File: config.mk
export PLATFORM = sky130hd
export DESIGN_NAME = json_string_unescape
export DESIGN_NICKNAME = d
export VERILOG_FILES = /design/src/hdl/jsu_pkg.sv /design/src/hdl/json_string_unescape.sv /design/src/hdl/jsu_front.sv /design/src/hdl/jsu_queue.sv /design/src/hdl/jsu_back.sv
export SDC_FILE = /design/constraint.sdc
export NUM_CORES = 1
export LEC_CHECK = 0
export BUFFER_PORTS_ARGS = -buffer_cell sky130_fd_sc_hd__buf_2
export CORE_ASPECT_RATIO = 1.2
export CORE_MARGIN = 2
export CORE_UTILIZATION = 55
export CTS_CLUSTER_SIZE = 30
export DETAILED_ROUTE_END_ITERATION = 16
export GPL_ROUTABILITY_DRIVEN = 1
export PLACE_DENSITY = 0.84
export SLEW_MARGIN = 10
export SYNTH_ARGS = -nofsm -noshare
export SYNTH_HDL_FRONTEND = slang
export SYNTH_SLANG_ARGS = --single-unit
File: constraint.sdc
create_clock -name i_clk -period 4.1 [get_ports i_clk]
set_input_delay 0.615 -clock i_clk [delete_from_list [all_inputs] [get_ports i_clk]]
set_output_delay 0.615 -clock i_clk [all_outputs]
set_load 0.05 [all_outputs]
File: src/hdl/jsu_pkg.sv
package jsu_pkg;

    typedef struct packed {
        logic [7:0] byte_value;
        logic       end_marker;
    } t_in;

    typedef struct packed {
        logic [7:0] out_byte;
        logic [1:0] kind;
        logic [3:0] error_code;
        logic       last;
    } t_out;

    localparam logic [1:0] KIND_BYTE = 2'd0;
    localparam logic [1:0] KIND_DONE = 2'd1;
    localparam logic [1:0] KIND_ERR  = 2'd2;

    localparam logic [3:0] ERR_NONE      = 4'd0;
    localparam logic [3:0] ERR_NO_QUOTE  = 4'd1;
    localparam logic [3:0] ERR_CONTROL   = 4'd2;
    localparam logic [3:0] ERR_ESCAPE    = 4'd3;
    localparam logic [3:0] ERR_HEX       = 4'd4;
    localparam logic [3:0] ERR_NO_LOW    = 4'd5;
    localparam logic [3:0] ERR_BAD_LOW   = 4'd6;
    localparam logic [3:0] ERR_LONE_LOW  = 4'd7;
    localparam logic [3:0] ERR_UTF8      = 4'd8;
    localparam logic [3:0] ERR_UNTERM    = 4'd9;
    localparam logic [3:0] ERR_SHORT_ESC = 4'd10;
    localparam logic [3:0] ERR_SHORT_HEX = 4'd11;

    // work handed from the decoder to the output side
    typedef enum logic [1:0] {
        OP_BYTES,
        OP_OPEN,
        OP_CLOSE,
        OP_FAIL
    } t_op;

    typedef struct packed {
        t_op             op;
        logic [1:0]      last_idx;
        logic [3:0][7:0] data;
        logic [3:0]      err;
    } t_cmd;

endpackage

File: src/hdl/json_string_unescape.sv
// Path: a pushed word passes the command queue and then the output register to the ports.
// Throughput: one input word per cycle while the command queue has room; the output side
// delivers one result word per cycle while the receiver pops, so a \u escape that
// decodes to N UTF-8 bytes gives N result words, and an opening quote gives none.
// Reset: synchronous, active low; clears decoder state, command queue, UTF-8 check and output.
module json_string_unescape #(
    parameter int CMD_DEPTH = 4
) (
    input  logic          i_clk,
    input  logic          i_rst_n,
    input  logic          push,
    output logic          full,
    input  jsu_pkg::t_in  i_item,
    output logic          empty,
    input  logic          pop,
    output jsu_pkg::t_out o_result
);
    import jsu_pkg::*;

    logic accept;
    logic cmd_wr, cmd_full, cmd_valid, cmd_pop;
    t_cmd cmd_in, cmd_head;

    assign accept = push && !cmd_full;
    assign full   = cmd_full;

    jsu_front u_front (
        .i_clk       (i_clk),
        .i_rst_n     (i_rst_n),
        .i_accept    (accept),
        .i_item      (i_item),
        .o_cmd_valid (cmd_wr),
        .o_cmd       (cmd_in)
    );

    jsu_queue #(
        .DEPTH (CMD_DEPTH)
    ) u_queue (
        .i_clk   (i_clk),
        .i_rst_n (i_rst_n),
        .i_wr    (cmd_wr),
        .i_data  (cmd_in),
        .o_full  (cmd_full),
        .i_rd    (cmd_pop),
        .o_valid (cmd_valid),
        .o_data  (cmd_head)
    );

    jsu_back u_back (
        .i_clk       (i_clk),
        .i_rst_n     (i_rst_n),
        .i_cmd_valid (cmd_valid),
        .i_cmd       (cmd_head),
        .o_cmd_pop   (cmd_pop),
        .i_pop       (pop),
        .o_empty     (empty),
        .o_result    (o_result)
    );

endmodule

File: src/hdl/jsu_front.sv
module jsu_front (
    input  logic          i_clk,
    input  logic          i_rst_n,
    input  logic          i_accept,
    input  jsu_pkg::t_in  i_item,
    output logic          o_cmd_valid,
    output jsu_pkg::t_cmd o_cmd
);
    import jsu_pkg::*;

    localparam logic [2:0] M_IDLE    = 3'd0;
    localparam logic [2:0] M_BODY    = 3'd1;
    localparam logic [2:0] M_ESC     = 3'd2;
    localparam logic [2:0] M_HEX1    = 3'd3;
    localparam logic [2:0] M_WANT_BS = 3'd4;
    localparam logic [2:0] M_WANT_U  = 3'd5;
    localparam logic [2:0] M_HEX2    = 3'd6;

    localparam logic [7:0] CH_QUOTE  = 8'h22;
    localparam logic [7:0] CH_BSLASH = 8'h5c;
    localparam logic [7:0] CH_SLASH  = 8'h2f;
    localparam logic [7:0] CH_B      = 8'h62;
    localparam logic [7:0] CH_F      = 8'h66;
    localparam logic [7:0] CH_N      = 8'h6e;
    localparam logic [7:0] CH_R      = 8'h72;
    localparam logic [7:0] CH_T      = 8'h74;
    localparam logic [7:0] CH_U      = 8'h75;

    // top six bits of D800..DBFF and DC00..DFFF
    localparam logic [5:0] SUR_HIGH = 6'b110110;
    localparam logic [5:0] SUR_LOW  = 6'b110111;

    function automatic t_cmd fail_cmd(input logic [3:0] code);
        t_cmd c;
        c       = '0;
        c.op    = OP_FAIL;
        c.err   = code;
        return c;
    endfunction

    function automatic t_cmd byte_cmd(input logic [7:0] b);
        t_cmd c;
        c         = '0;
        c.op      = OP_BYTES;
        c.data[0] = b;
        return c;
    endfunction

    function automatic t_cmd utf8_cmd(input logic [20:0] cp);
        t_cmd c;
        c    = '0;
        c.op = OP_BYTES;
        priority if (cp <= 21'h7f) begin
            c.last_idx = 2'd0;
            c.data[0]  = cp[7:0];
        end else if (cp <= 21'h7ff) begin
            c.last_idx = 2'd1;
            c.data[0]  = {3'b110, cp[10:6]};
            c.data[1]  = {2'b10, cp[5:0]};
        end else if (cp <= 21'hffff) begin
            c.last_idx = 2'd2;
            c.data[0]  = {4'b1110, cp[15:12]};
            c.data[1]  = {2'b10, cp[11:6]};
            c.data[2]  = {2'b10, cp[5:0]};
        end else begin
            c.last_idx = 2'd3;
            c.data[0]  = {5'b11110, cp[20:18]};
            c.data[1]  = {2'b10, cp[17:12]};
            c.data[2]  = {2'b10, cp[11:6]};
            c.data[3]  = {2'b10, cp[5:0]};
        end
        return c;
    endfunction

    logic [2:0]  r_mode, n_mode;
    logic [1:0]  r_hex_cnt, n_hex_cnt;
    logic [15:0] r_hex_acc, n_hex_acc;
    logic [9:0]  r_hi_bits, n_hi_bits;

    logic [7:0]  b;
    logic [3:0]  digit;
    logic        digit_ok;
    logic [15:0] acc_shift;
    logic [20:0] cp_pair;
    logic        cmd_valid;
    t_cmd        cmd;

    assign b         = i_item.byte_value;
    assign acc_shift = {r_hex_acc[11:0], digit};
    assign cp_pair   = 21'h10000 + {1'b0, r_hi_bits, acc_shift[9:0]};

    always_comb begin
        digit_ok = 1'b1;
        digit    = 4'd0;
        priority if (b >= 8'h30 && b <= 8'h39) begin
            digit = b[3:0];
        end else if ((b >= 8'h61 && b <= 8'h66) || (b >= 8'h41 && b <= 8'h46)) begin
            digit = b[3:0] + 4'd9;
        end else begin
            digit_ok = 1'b0;
        end
    end

    always_comb begin
        n_mode    = r_mode;
        n_hex_cnt = r_hex_cnt;
        n_hex_acc = r_hex_acc;
        n_hi_bits = r_hi_bits;
        cmd_valid = 1'b0;
        cmd       = byte_cmd(b);
        if (i_item.end_marker) begin
            cmd_valid = 1'b1;
            n_mode    = M_IDLE;
            unique case (r_mode)
                M_IDLE:         cmd = fail_cmd(ERR_NO_QUOTE);
                M_BODY:         cmd = fail_cmd(ERR_UNTERM);
                M_ESC:          cmd = fail_cmd(ERR_SHORT_ESC);
                M_HEX1, M_HEX2: cmd = fail_cmd(ERR_SHORT_HEX);
                default:        cmd = fail_cmd(ERR_NO_LOW);
            endcase
        end else begin
            unique case (r_mode)
                M_IDLE: begin
                    cmd_valid = 1'b1;
                    if (b == CH_QUOTE) begin
                        n_mode    = M_BODY;
                        n_hex_cnt = '0;
                        n_hex_acc = '0;
                        n_hi_bits = '0;
                        cmd       = '0;
                        cmd.op    = OP_OPEN;
                    end else begin
                        cmd = fail_cmd(ERR_NO_QUOTE);
                    end
                end
                M_BODY: begin
                    priority if (b == CH_QUOTE) begin
                        cmd_valid = 1'b1;
                        cmd       = '0;
                        cmd.op    = OP_CLOSE;
                        n_mode    = M_IDLE;
                    end else if (b < 8'h20) begin
                        cmd_valid = 1'b1;
                        cmd       = fail_cmd(ERR_CONTROL);
                        n_mode    = M_IDLE;
                    end else if (b == CH_BSLASH) begin
                        n_mode = M_ESC;
                    end else begin
                        cmd_valid = 1'b1;
                    end
                end
                M_ESC: begin
                    n_mode    = M_BODY;
                    cmd_valid = 1'b1;
                    priority if (b == CH_QUOTE || b == CH_BSLASH || b == CH_SLASH) begin
                        cmd = byte_cmd(b);
                    end else if (b == CH_B) begin
                        cmd = byte_cmd(8'h08);
                    end else if (b == CH_F) begin
                        cmd = byte_cmd(8'h0c);
                    end else if (b == CH_N) begin
                        cmd = byte_cmd(8'h0a);
                    end else if (b == CH_R) begin
                        cmd = byte_cmd(8'h0d);
                    end else if (b == CH_T) begin
                        cmd = byte_cmd(8'h09);
                    end else if (b == CH_U) begin
                        cmd_valid = 1'b0;
                        n_mode    = M_HEX1;
                        n_hex_cnt = '0;
                        n_hex_acc = '0;
                    end else begin
                        cmd    = fail_cmd(ERR_ESCAPE);
                        n_mode = M_IDLE;
                    end
                end
                M_HEX1, M_HEX2: begin
                    if (!digit_ok) begin
                        cmd_valid = 1'b1;
                        cmd       = fail_cmd(ERR_HEX);
                        n_mode    = M_IDLE;
                    end else begin
                        n_hex_acc = acc_shift;
                        if (r_hex_cnt != 2'd3) begin
                            n_hex_cnt = r_hex_cnt + 2'd1;
                        end else begin
                            n_hex_cnt = '0;
                            if (r_mode == M_HEX1) begin
                                priority if (acc_shift[15:10] == SUR_HIGH) begin
                                    n_hi_bits = acc_shift[9:0];
                                    n_mode    = M_WANT_BS;
                                end else if (acc_shift[15:10] == SUR_LOW) begin
                                    cmd_valid = 1'b1;
                                    cmd       = fail_cmd(ERR_LONE_LOW);
                                    n_mode    = M_IDLE;
                                end else begin
                                    cmd_valid = 1'b1;
                                    cmd       = utf8_cmd({5'd0, acc_shift});
                                    n_mode    = M_BODY;
                                end
                            end else begin
                                cmd_valid = 1'b1;
                                if (acc_shift[15:10] != SUR_LOW) begin
                                    cmd    = fail_cmd(ERR_BAD_LOW);
                                    n_mode = M_IDLE;
                                end else begin
                                    cmd    = utf8_cmd(cp_pair);
                                    n_mode = M_BODY;
                                end
                            end
                        end
                    end
                end
                M_WANT_BS: begin
                    if (b == CH_BSLASH) begin
                        n_mode = M_WANT_U;
                    end else begin
                        cmd_valid = 1'b1;
                        cmd       = fail_cmd(ERR_NO_LOW);
                        n_mode    = M_IDLE;
                    end
                end
                M_WANT_U: begin
                    if (b == CH_U) begin
                        n_mode    = M_HEX2;
                        n_hex_cnt = '0;
                        n_hex_acc = '0;
                    end else begin
                        cmd_valid = 1'b1;
                        cmd       = fail_cmd(ERR_NO_LOW);
                        n_mode    = M_IDLE;
                    end
                end
                default: begin
                    n_mode = M_IDLE;
                end
            endcase
        end
    end

    always_ff @(posedge i_clk) begin
        if (!i_rst_n) begin
            r_mode    <= M_IDLE;
            r_hex_cnt <= '0;
            r_hex_acc <= '0;
            r_hi_bits <= '0;
        end else if (i_accept) begin
            r_mode    <= n_mode;
            r_hex_cnt <= n_hex_cnt;
            r_hex_acc <= n_hex_acc;
            r_hi_bits <= n_hi_bits;
        end
    end

    assign o_cmd_valid = i_accept & cmd_valid;
    assign o_cmd       = cmd;

endmodule

File: src/hdl/jsu_queue.sv
module jsu_queue #(
    parameter int DEPTH = 4
) (
    input  logic          i_clk,
    input  logic          i_rst_n,
    input  logic          i_wr,
    input  jsu_pkg::t_cmd i_data,
    output logic          o_full,
    input  logic          i_rd,
    output logic          o_valid,
    output jsu_pkg::t_cmd o_data
);
    import jsu_pkg::*;

    localparam int AW = (DEPTH > 1) ? $clog2(DEPTH) : 1;
    localparam int CW = $clog2(DEPTH + 1);

    t_cmd          r_mem [DEPTH];
    logic [AW-1:0] r_wp, r_rp;
    logic [CW-1:0] r_cnt, n_cnt;

    function automatic logic [AW-1:0] wrap_inc(input logic [AW-1:0] p);
        return (p == AW'(DEPTH - 1)) ? '0 : p + AW'(1);
    endfunction

    always_comb begin
        unique case ({i_wr, i_rd})
            2'b10:   n_cnt = r_cnt + CW'(1);
            2'b01:   n_cnt = r_cnt - CW'(1);
            default: n_cnt = r_cnt;
        endcase
    end

    always_ff @(posedge i_clk) begin
        if (i_wr) begin
            r_mem[r_wp] <= i_data;
        end
    end

    always_ff @(posedge i_clk) begin
        if (!i_rst_n) begin
            r_wp  <= '0;
            r_rp  <= '0;
            r_cnt <= '0;
        end else begin
            if (i_wr) begin
                r_wp <= wrap_inc(r_wp);
            end
            if (i_rd) begin
                r_rp <= wrap_inc(r_rp);
            end
            r_cnt <= n_cnt;
        end
    end

    assign o_full  = (r_cnt == CW'(DEPTH));
    assign o_valid = (r_cnt != '0);
    assign o_data  = r_mem[r_rp];

endmodule

File: src/hdl/jsu_back.sv
module jsu_back (
    input  logic          i_clk,
    input  logic          i_rst_n,
    input  logic          i_cmd_valid,
    input  jsu_pkg::t_cmd i_cmd,
    output logic          o_cmd_pop,
    input  logic          i_pop,
    output logic          o_empty,
    output jsu_pkg::t_out o_result
);
    import jsu_pkg::*;

    // continuation byte range after a lead byte
    localparam logic [2:0] RNG_NORM = 3'd0;  // 80..BF
    localparam logic [2:0] RNG_E0   = 3'd1;  // A0..BF
    localparam logic [2:0] RNG_ED   = 3'd2;  // 80..9F
    localparam logic [2:0] RNG_F0   = 3'd3;  // 90..BF
    localparam logic [2:0] RNG_F4   = 3'd4;  // 80..8F

    logic [1:0] r_rem, n_rem, f_rem;
    logic [2:0] r_rng, n_rng, f_rng;
    logic       r_bad, n_bad, f_bad;
    logic [1:0] r_idx, n_idx;
    logic       r_out_valid, n_out_valid;
    t_out       r_out, word;

    logic       slot_free, issue, produce, is_last;
    logic [7:0] bval, lo, hi;

    assign bval      = i_cmd.data[r_idx];
    assign is_last   = (r_idx == i_cmd.last_idx);
    assign slot_free = !r_out_valid || i_pop;
    assign issue     = i_cmd_valid && (i_cmd.op == OP_OPEN || slot_free);
    assign produce   = issue && (i_cmd.op != OP_OPEN);

    // streaming validator step for one decoded byte
    always_comb begin
        f_rem = r_rem;
        f_rng = r_rng;
        f_bad = r_bad;
        lo    = 8'h80;
        hi    = 8'hbf;
        unique case (r_rng)
            RNG_E0:  lo = 8'ha0;
            RNG_ED:  hi = 8'h9f;
            RNG_F0:  lo = 8'h90;
            RNG_F4:  hi = 8'h8f;
            default: ;
        endcase
        if (!r_bad) begin
            if (r_rem != 2'd0) begin
                if (bval < lo || bval > hi) begin
                    f_bad = 1'b1;
                    f_rem = 2'd0;
                end else begin
                    f_rem = r_rem - 2'd1;
                    f_rng = RNG_NORM;
                end
            end else begin
                f_rng = RNG_NORM;
                priority if (bval < 8'h80) begin
                    f_rem = 2'd0;
                end else if (bval >= 8'hc2 && bval <= 8'hdf) begin
                    f_rem = 2'd1;
                end else if (bval >= 8'he0 && bval <= 8'hef) begin
                    f_rem = 2'd2;
                    if (bval == 8'he0) begin
                        f_rng = RNG_E0;
                    end else if (bval == 8'hed) begin
                        f_rng = RNG_ED;
                    end
                end else if (bval >= 8'hf0 && bval <= 8'hf4) begin
                    f_rem = 2'd3;
                    if (bval == 8'hf0) begin
                        f_rng = RNG_F0;
                    end else if (bval == 8'hf4) begin
                        f_rng = RNG_F4;
                    end
                end else begin
                    f_bad = 1'b1;
                end
            end
        end
    end

    always_comb begin
        n_rem     = r_rem;
        n_rng     = r_rng;
        n_bad     = r_bad;
        n_idx     = r_idx;
        o_cmd_pop = 1'b0;
        word      = '0;
        if (issue) begin
            unique case (i_cmd.op)
                OP_OPEN: begin
                    n_rem     = 2'd0;
                    n_rng     = RNG_NORM;
                    n_bad     = 1'b0;
                    o_cmd_pop = 1'b1;
                end
                OP_BYTES: begin
                    word.out_byte = bval;
                    word.kind     = KIND_BYTE;
                    word.last     = is_last;
                    n_rem         = f_rem;
                    n_rng         = f_rng;
                    n_bad         = f_bad;
                    o_cmd_pop     = is_last;
                    n_idx         = is_last ? 2'd0 : r_idx + 2'd1;
                end
                OP_CLOSE: begin
                    if (r_bad || r_rem != 2'd0) begin
                        word.kind       = KIND_ERR;
                        word.error_code = ERR_UTF8;
                    end else begin
                        word.kind       = KIND_DONE;
                        word.error_code = ERR_NONE;
                    end
                    word.last = 1'b1;
                    o_cmd_pop = 1'b1;
                end
                OP_FAIL: begin
                    word.kind       = KIND_ERR;
                    word.error_code = i_cmd.err;
                    word.last       = 1'b1;
                    o_cmd_pop       = 1'b1;
                end
                default: ;
            endcase
        end
        n_out_valid = produce ? 1'b1 : (r_out_valid && !i_pop);
    end

    always_ff @(posedge i_clk) begin
        if (!i_rst_n) begin
            r_rem       <= 2'd0;
            r_rng       <= RNG_NORM;
            r_bad       <= 1'b0;
            r_idx       <= 2'd0;
            r_out_valid <= 1'b0;
        end else begin
            r_rem       <= n_rem;
            r_rng       <= n_rng;
            r_bad       <= n_bad;
            r_idx       <= n_idx;
            r_out_valid <= n_out_valid;
        end
    end

    always_ff @(posedge i_clk) begin
        if (produce) begin
            r_out <= word;
        end
    end

    assign o_empty  = !r_out_valid;
    assign o_result = r_out;

endmodule

==> results of run 1 <==
==> power by group <==
| part | leakage [nW] | internal, W | switching, W | total, W |
|---|---|---|---|---|
| registers | 1.86 | 0.00249 | 0.000104 | 0.00260 |
| clock network | 0.341 | 0.00112 | 0.000768 | 0.00189 |
| logic | 2.17 | 0.000762 | 0.00119 | 0.00195 |
| total | 4.37 | 0.00438 | 0.00206 | 0.00644 |
==> worst reg2reg max path, stage by stage, from the launching register on <==
cell,delay (ns)
dfxtp_2,0.56
mux4_2,0.61
xnor2_1,0.28
nand2_1,0.15
a21boi_0,0.33
buf_4,0.22
ha_1,0.18
inv_1,0.07
fa_1,0.43
xor2_1,0.15
or3_1,0.30
a21oi_1,0.13
==> placed cells by master (no fill, tap or decap), types with 5 or more instances in the layout <==
cell	n
nand2b_1	9
o21a_1	5
buf_2	29
a21oi_1	60
mux4_2	37
buf_4	56
nand2_1	90
a31oi_1	8
or3_1	7
dfxtp_1	44
edfxtp_1	159
mux2i_1	29
clkinv_2	5
a22o_1	7
nand3_1	21
ha_1	17
nor3b_1	5
o21ai_0	36
o22ai_1	9
clkbuf_16	21
and2_1	13
and3_1	12
o211ai_1	9
inv_1	25
nor2_1	85
nand4_1	9
nor3_1	25
buf_12	5
or2_2	10
a221oi_1	11
nor2b_1	13
==> cell families (layout without fill, tap and decap cells) <==
logic type	count (synthesis)	after routing	synth area share
AO/OA/AOI/OAI	221	221	0.145
XOR/XNOR	7	7	0.00563
adder cells (fa/ha/maj)	18	18	0.0214
buffers and inverters	82	153	0.0353
flip-flops	204	204	0.521
multiplexers	66	66	0.103
AND/OR/NAND/NOR	342	342	0.168
==> path summary, 6_finish.rpt <==
| kind | from | endpoint | slack [ns] |
|---|---|---|---|
| setup reg to reg | flip-flop | u_queue.r_cnt[2] | 0.62 |
| setup / recovery | i_item[1] | u_queue.r_mem[1][21] | 0.60 |
| hold reg to reg | u_front.r_hex_cnt[1] | u_front.r_hex_cnt[1] | 0.47 |
| hold / removal | u_front.r_hex_cnt[1] | u_front.r_hex_cnt[1] | 0.47 |
==> cell type report <==
class                      count  area [um^2]
fill                        1491         7170
sequential                   204         5680
clock buffer                  26          574
clock inverter                10          113
multi-input combinational    654         4850
timing repair buffer          90          666
inverter                      27          101
tap                          261          327
==> flip-flops by register name (all words and copies together), names as in the netlist, named ones only <==
| signal | flops |
|---|---|
| u_back.o_result | 15 |
| u_back.r_bad | 1 |
| u_back.r_idx | 2 |
| u_back.r_out_valid | 1 |
| u_back.r_rem | 2 |
| u_back.r_rng | 3 |
| u_front.r_hex_acc | 12 |
| u_front.r_hex_cnt | 2 |
| u_front.r_hi_bits | 10 |
| u_front.r_mode | 3 |
| u_queue.r_cnt | 3 |
| u_queue.r_mem | 144 |
| u_queue.r_rp | 2 |
| u_queue.r_wp | 2 |
==> metrics by stage <==
step	total power [W]	instances	utilization	hold WS, ns
floorplan	0.00401	940	-	0.435
global placement	0.00452	1236	0.597	0.443
detailed placement	0.00457	1236	0.597	0.458
CTS	0.00646	1272	0.632	0.468
global route	0.00668	1272	0.632	0.471
finish	0.00644	1272	0.632	0.466
==> metal layers <==
metal  GRT usage  part of all wire  vias to the layer above
met5           0                 0                        -
met4       0.116             0.046                        0
met3      0.0384             0.075                      111
met2       0.485              0.49                      462
met1       0.348              0.39                     3976
li1            -                 -                     3711
==> key figures, run 1 <==
Die
  – Full die area: 0.0209 mm^2
  – Height of the die: 158 um
  – CORE AREA: 0.0195 mm^2
  – Die Wd: 132 um
  – Initial Util: 0.559
  – FP Rows: 56
  – I/O pin count: 30

GRT
  – Vias in the first global route: 8018
  – Grt total ovfl: 0
  – Largest net degree at the start of global routing: 38
  – All-Layer GR Usage: 0.277
  – Initial antenna violation count: 0
  – First-pass GRT wire length: 45100 um

Clock network
  – Post-cts resize count: 0
  – H-tree Lvls: 1
  – Clk slew on worst S/H paths: 0.06 ns
  – Clk_lat worst skew: 0.49 ns
  – CTS tree: built
  – Max Buffers Root-to-Sink: 3
  – Root Buffer: clkbuf_16
  – CTS Buf Count: 20
  – Cts hold-fix bufs: 0
  – Clock sink total: 204
  – # Post-CTS Setup Buffers: 0

Synth
  – Synth cell types: 95
  – Top cell type's share of synthesized area: 0.439
  – Syn Area/Cell: 11.6 um^2
  – Post-synth ARST share: 0
  – Syn Inst Count: 940
  – #FFs+latches synth: 204
  – Top_reg_cell synth: edfxtp_1
  – Top post-synthesis cells by area: edfxtp_1 (44%), dfxtp_1 (8.3%), mux4_2 (7.7%)
  – Number of synthesized flops with an enable pin: 159
  – Leading post-synthesis cells by instance count: edfxtp_1 (159), nand2_1 (90), nor2_1 (89)
  – Most frequent cell after synthesis: edfxtp_1
  – Synth Cell Area: 0.0109 mm^2
  – Post-Syn Nets: 971
  – Yosys warnings: 0
  – Yosys top cell by area: edfxtp_1
  – Sequential cell area fraction in the yosys report: 0.521

Routing
  – Drt wl/cell: 22.6 um
  – Drt initial violations: 1030
  – Post-DRT Antenna Nets: 0
  – DR DRC count: 0
  – Router iterations before antenna repair: 6
  – WL final: 28700 um
  – Routed vias: 8260
  – Vias per std cell: 6.49

Timing
  – Setup TNS: 0 ns
  – Post-route minimum period: 3.50 ns
  – Rel. slew slack: 0.320
  – Part of the cycle the worst path needs: 0.855
  – # setup viols final: 0
  – Final Slew Violations: 0
  – Worst slew pin tran: 1.01 ns
  – Max Clock Freq: 0.285 GHz
  – Final Hold Viols: 0
  – Setup Skew: 0.0178 ns
  – RSZ-0062 raised after global routing: false
  – Worst setup margin: 0.596 ns

Setup path
  – Critical path's slowest cell: nor4_1
  – Critical path class: in2reg
  – CP max stage delay: 0.68 ns
  – Cells on worst reg2reg path: 11
  – CP delay by family, top: compound AO/OA/AOI/OAI gates
  – Critical path capture point type: flip-flop
  – Worst-path fanout max: 9
  – Worst EP arrival: 3.68 ns
  – Crit-path cells: buf_2 > inv_1 > ha_1 > a2111o_1 > o22ai_1 > a32o_1 > buf_4 > a21oi_1 > nor2_1 > a21oi_1 > nor4_1
  – Crit path required time: 4.28 ns
  – Crit path depth: 11
  – CP Buf/Inv Count: 3
  – CP startpoint kind: primary input
  – Most used cell, CP: a21oi_1

Hold path
  – Min-delay worst type: reg2reg
  – Hold depth: 2

Placed design
  – DP HPWL: 20100 um
  – Dpl ws: 0.129 ns
  – Dpl cell area: 0.0116 mm^2
  – Last weighted congestion value of the routability-driven placer: 0.982
  – Buffers on Ports: 29

Pwr
  – Leakage power: 4.37 nW
  – Power per Cell Area: 523 mW/mm^2
  – VDD IR-drop max: 0.000456 V

Cells and area
  – Fraction of layout cells with a size suffix above 1: 0.211
  – Area growth from synthesis to layout: 13.1%
  – Antenna Cells: 0
  – Final #Nets: 1028
  – Cell area after layout: 0.0123 mm^2

Status
  – Status: complete, no violations

Flow run
  – Max Cap Viol: 0
(Power assumes the default switching activity.)
==> run 2: changes to the inputs <==
CORE_UTILIZATION = 35   (was 55)
PLACE_DENSITY = 0.62   (was 0.84)
SKIP_CTS_REPAIR_TIMING = 1   (was unset)
==> run 2 against run 1 <==
Critical path type is now reg2reg; first-iteration DRC count shrank 4.0%; sequential share of layout area fell by 0.50 points; total power is 0.15% lower; setup slack improved by 0.14 ns; sequential power down 2%; non-clock buffer count shrank 12; clock skew up 0.0019 ns; core utilization shrank 22 points.
==> key figures, run 2 (same netlist as run 1, synthesis figures left out) <==
Routing
  – WL final: 28400 um (-0.90%)
  – DR DRC count: 0 (unchanged)
  – Post-DRT Antenna Nets: 0 (unchanged)
  – Vias per std cell: 5.67 (-13%)
  – Drt wl/cell: 20.3 um (-10%)
  – Router iterations before antenna repair: 7 (+1)
  – Routed vias: 7938 (-3.9%)
  – Drt initial violations: 989 (-4.0%)

Hold path
  – Hold depth: 2 (unchanged)
  – Worst Hold Endpoint: u_back.r_out_valid
  – Min-delay src: i_rst_n
  – Min-delay worst type: in2reg

Clock network
  – Clk slew on worst S/H paths: 0.06 ns (about the same)
  – Max Buffers Root-to-Sink: 3 (unchanged)
  – CTS tree: built
  – Root Buffer: clkbuf_16
  – Clock sink total: 204 (unchanged)
  – Clk_lat worst skew: 0.52 ns (+0.03 ns)
  – H-tree Lvls: 1 (unchanged)
  – CTS Buf Count: 23 (+15%)

Die
  – Height of the die: 197 um (+25%)
  – Die Wd: 165 um (+25%)
  – Initial Util: 0.356 (-0.203)
  – CORE AREA: 0.0306 mm^2 (+57%)
  – I/O pin count: 30 (unchanged)
  – Full die area: 0.0325 mm^2 (+55%)
  – FP Rows: 70 (+25%)

Setup path
  – Crit path required time: 4.54 ns (+0.26 ns)
  – Reg-to-Reg End: u_queue.r_cnt[2]
  – Critical path class: reg2reg
  – Critical path capture point type: flip-flop
  – CP startpoint kind: flip-flop
  – Cells on worst reg2reg path: 12 (+1)
  – Most used cell, CP: a21oi_1
  – CP delay by family, top: compound AO/OA/AOI/OAI gates
  – Worst EP arrival: 3.81 ns (+0.13 ns)
  – Reg2Reg Setup Slack: 0.74 ns (+0.12 ns)
  – Worst-path fanout max: 10 (+1)
  – Critical path's slowest cell: o31ai_1
  – Crit-path cells: inv_2 > nor2_1 > nand2_1 > o31ai_1 > a21oi_1 > o41ai_4 > ha_1 > inv_1 > fa_1 > xor2_1 > or3_1 > a21oi_1
  – CP Buf/Inv Count: 2 (-1)
  – Reg2reg start: u_front.r_mode[0]
  – CP max stage delay: 0.46 ns (-0.22 ns)

Pwr
  – Sw Pwr: 0.00207 W (+0.48%)
  – Leakage power: 4.32 nW (-1.1%)
  – VDD IR-drop max: 0.000343 V (-25%)
  – Power per Cell Area: 516 mW/mm^2 (-1.2%)
  – Clk pwr share: 0.307 (+0.013)
  – Comb power frac: 0.294 (-0.009)
  – Int Power: 0.00436 W (-0.45%)
  – Sequential power share: 0.399 (-0.005)
  – Sw Share: 0.322 (+0.00203)

Timing
  – # setup viols final: 0 (unchanged)
  – Post-route minimum period: 3.36 ns (-0.143 ns)
  – Setup TNS: 0 ns (unchanged)
  – Worst slew pin tran: 1.14 ns (+0.128 ns)
  – Hold Slack: 0.448 ns (-0.0185 ns)
  – Final Slew Violations: 0 (unchanged)
  – Setup Skew: 0.0197 ns (+0.00193 ns)
  – Part of the cycle the worst path needs: 0.820 (-0.0349)
  – Rel. slew slack: 0.233 (-0.0867)
  – Final Hold Viols: 0 (unchanged)
  – RSZ-0062 raised after global routing: false
  – Max Clock Freq: 0.298 GHz (+4.3%)

Cells and area
  – Area growth from synthesis to layout: 14.3%
  – Finished Layout Cells: 1401 (+10%)
  – Multi-input gate area: 0.00486 mm^2 (+0.23%)
  – Cell area after layout: 0.0124 mm^2 (+1.1%)
  – Largest register FFs: 144 (unchanged)
  – Fraction of layout cells with a size suffix above 1: 0.200 (-0.0107)
  – Area occupied by registers: 0.00568 mm^2 (unchanged)
  – Commonest non-fill, non-tap cell in the layout: edfxtp_1
  – Filler cell count: 2913 (+95%)
  – Reg with most FFs: u_queue.r_mem
  – Final #Nets: 1019 (-0.88%)
  – Post-layout util: 0.407 (-0.225)
  – Most frequent cells in the layout: edfxtp_1 (159), nand2_1 (90), nor2_1 (85)
  – Antenna Cells: 0 (unchanged)

GRT
  – Initial antenna violation count: 0 (unchanged)
  – Vias in the first global route: 7671 (-4.3%)
  – Grt total ovfl: 0 (unchanged)
  – All-Layer GR Usage: 0.177 (-0.0999)
  – First-pass GRT wire length: 44300 um (-1.8%)
  – Largest net degree at the start of global routing: 38 (unchanged)

Status
  – Status: complete, no violations

Flow run
  – Max Cap Viol: 0 (unchanged)

Placed design
  – Inst Count DP: 1359 (+10%)
  – Last weighted congestion value of the routability-driven placer: 0.959 (-2.4%)
  – DP HPWL: 20400 um (+1.3%)
  – Buffers on Ports: 29 (unchanged)
  – Dpl cell area: 0.0117 mm^2 (+0.78%)
==> run 2: routing by layer <==
layer  global-route usage  share of wire  vias to the layer above
li1                     -              -                     3709
met1                0.237           0.43                     3889
met2                0.290           0.48                      272
met3               0.0246          0.049                       68
met4               0.0709          0.040                        0
met5                    0              0                        -
==> run 2: layout make-up <==
cell class,count,area share
multi-input cells,654,0.391
repair buffers,78,0.0462
inverters,27,0.00814
clock buffers,33,0.0517
flip-flops and latches,204,0.456
well taps,396,0.0398
clock inverters,9,0.00704
==> run 2: worst max-delay path by stage <==
stage,startpoint,end,slack (ns),cells past startpoint
floorplan,i_item[2],u_queue.r_mem[0][0],-0.18,10
global placement,i_item[1],u_queue.r_mem[0][16],0.37,13
detailed placement,i_item[2],u_queue.r_mem[1][30],0.30,12
CTS,flip-flop,u_queue.r_cnt[2],0.73,12
global route,u_front.r_mode[0],u_queue.r_cnt[2],0.46,12
finish,u_front.r_mode[0],u_queue.r_cnt[2],0.74,12
==> run 2: power by group through the flow <==
stage | clock network (W) | logic [W] | registers, W
2_1_floorplan | 0 | 0.00117 | 0.00284
3_3_place_gp | 0 | 0.00191 | 0.00260
3_5_place_dp | 0 | 0.00192 | 0.00261
4_1_cts | 0.00202 | 0.00193 | 0.00257
5_1_grt | 0.00210 | 0.00205 | 0.00259
6_report | 0.00197 | 0.00189 | 0.00256
==> run 2: through the flow <==
stage          total power [W]  setup slack (ns)
2_1_floorplan          0.00401            -0.177
3_3_place_gp           0.00451             0.369
3_5_place_dp           0.00453             0.300
4_1_cts                0.00652             0.733
5_1_grt                0.00674             0.460
6_report               0.00643             0.739
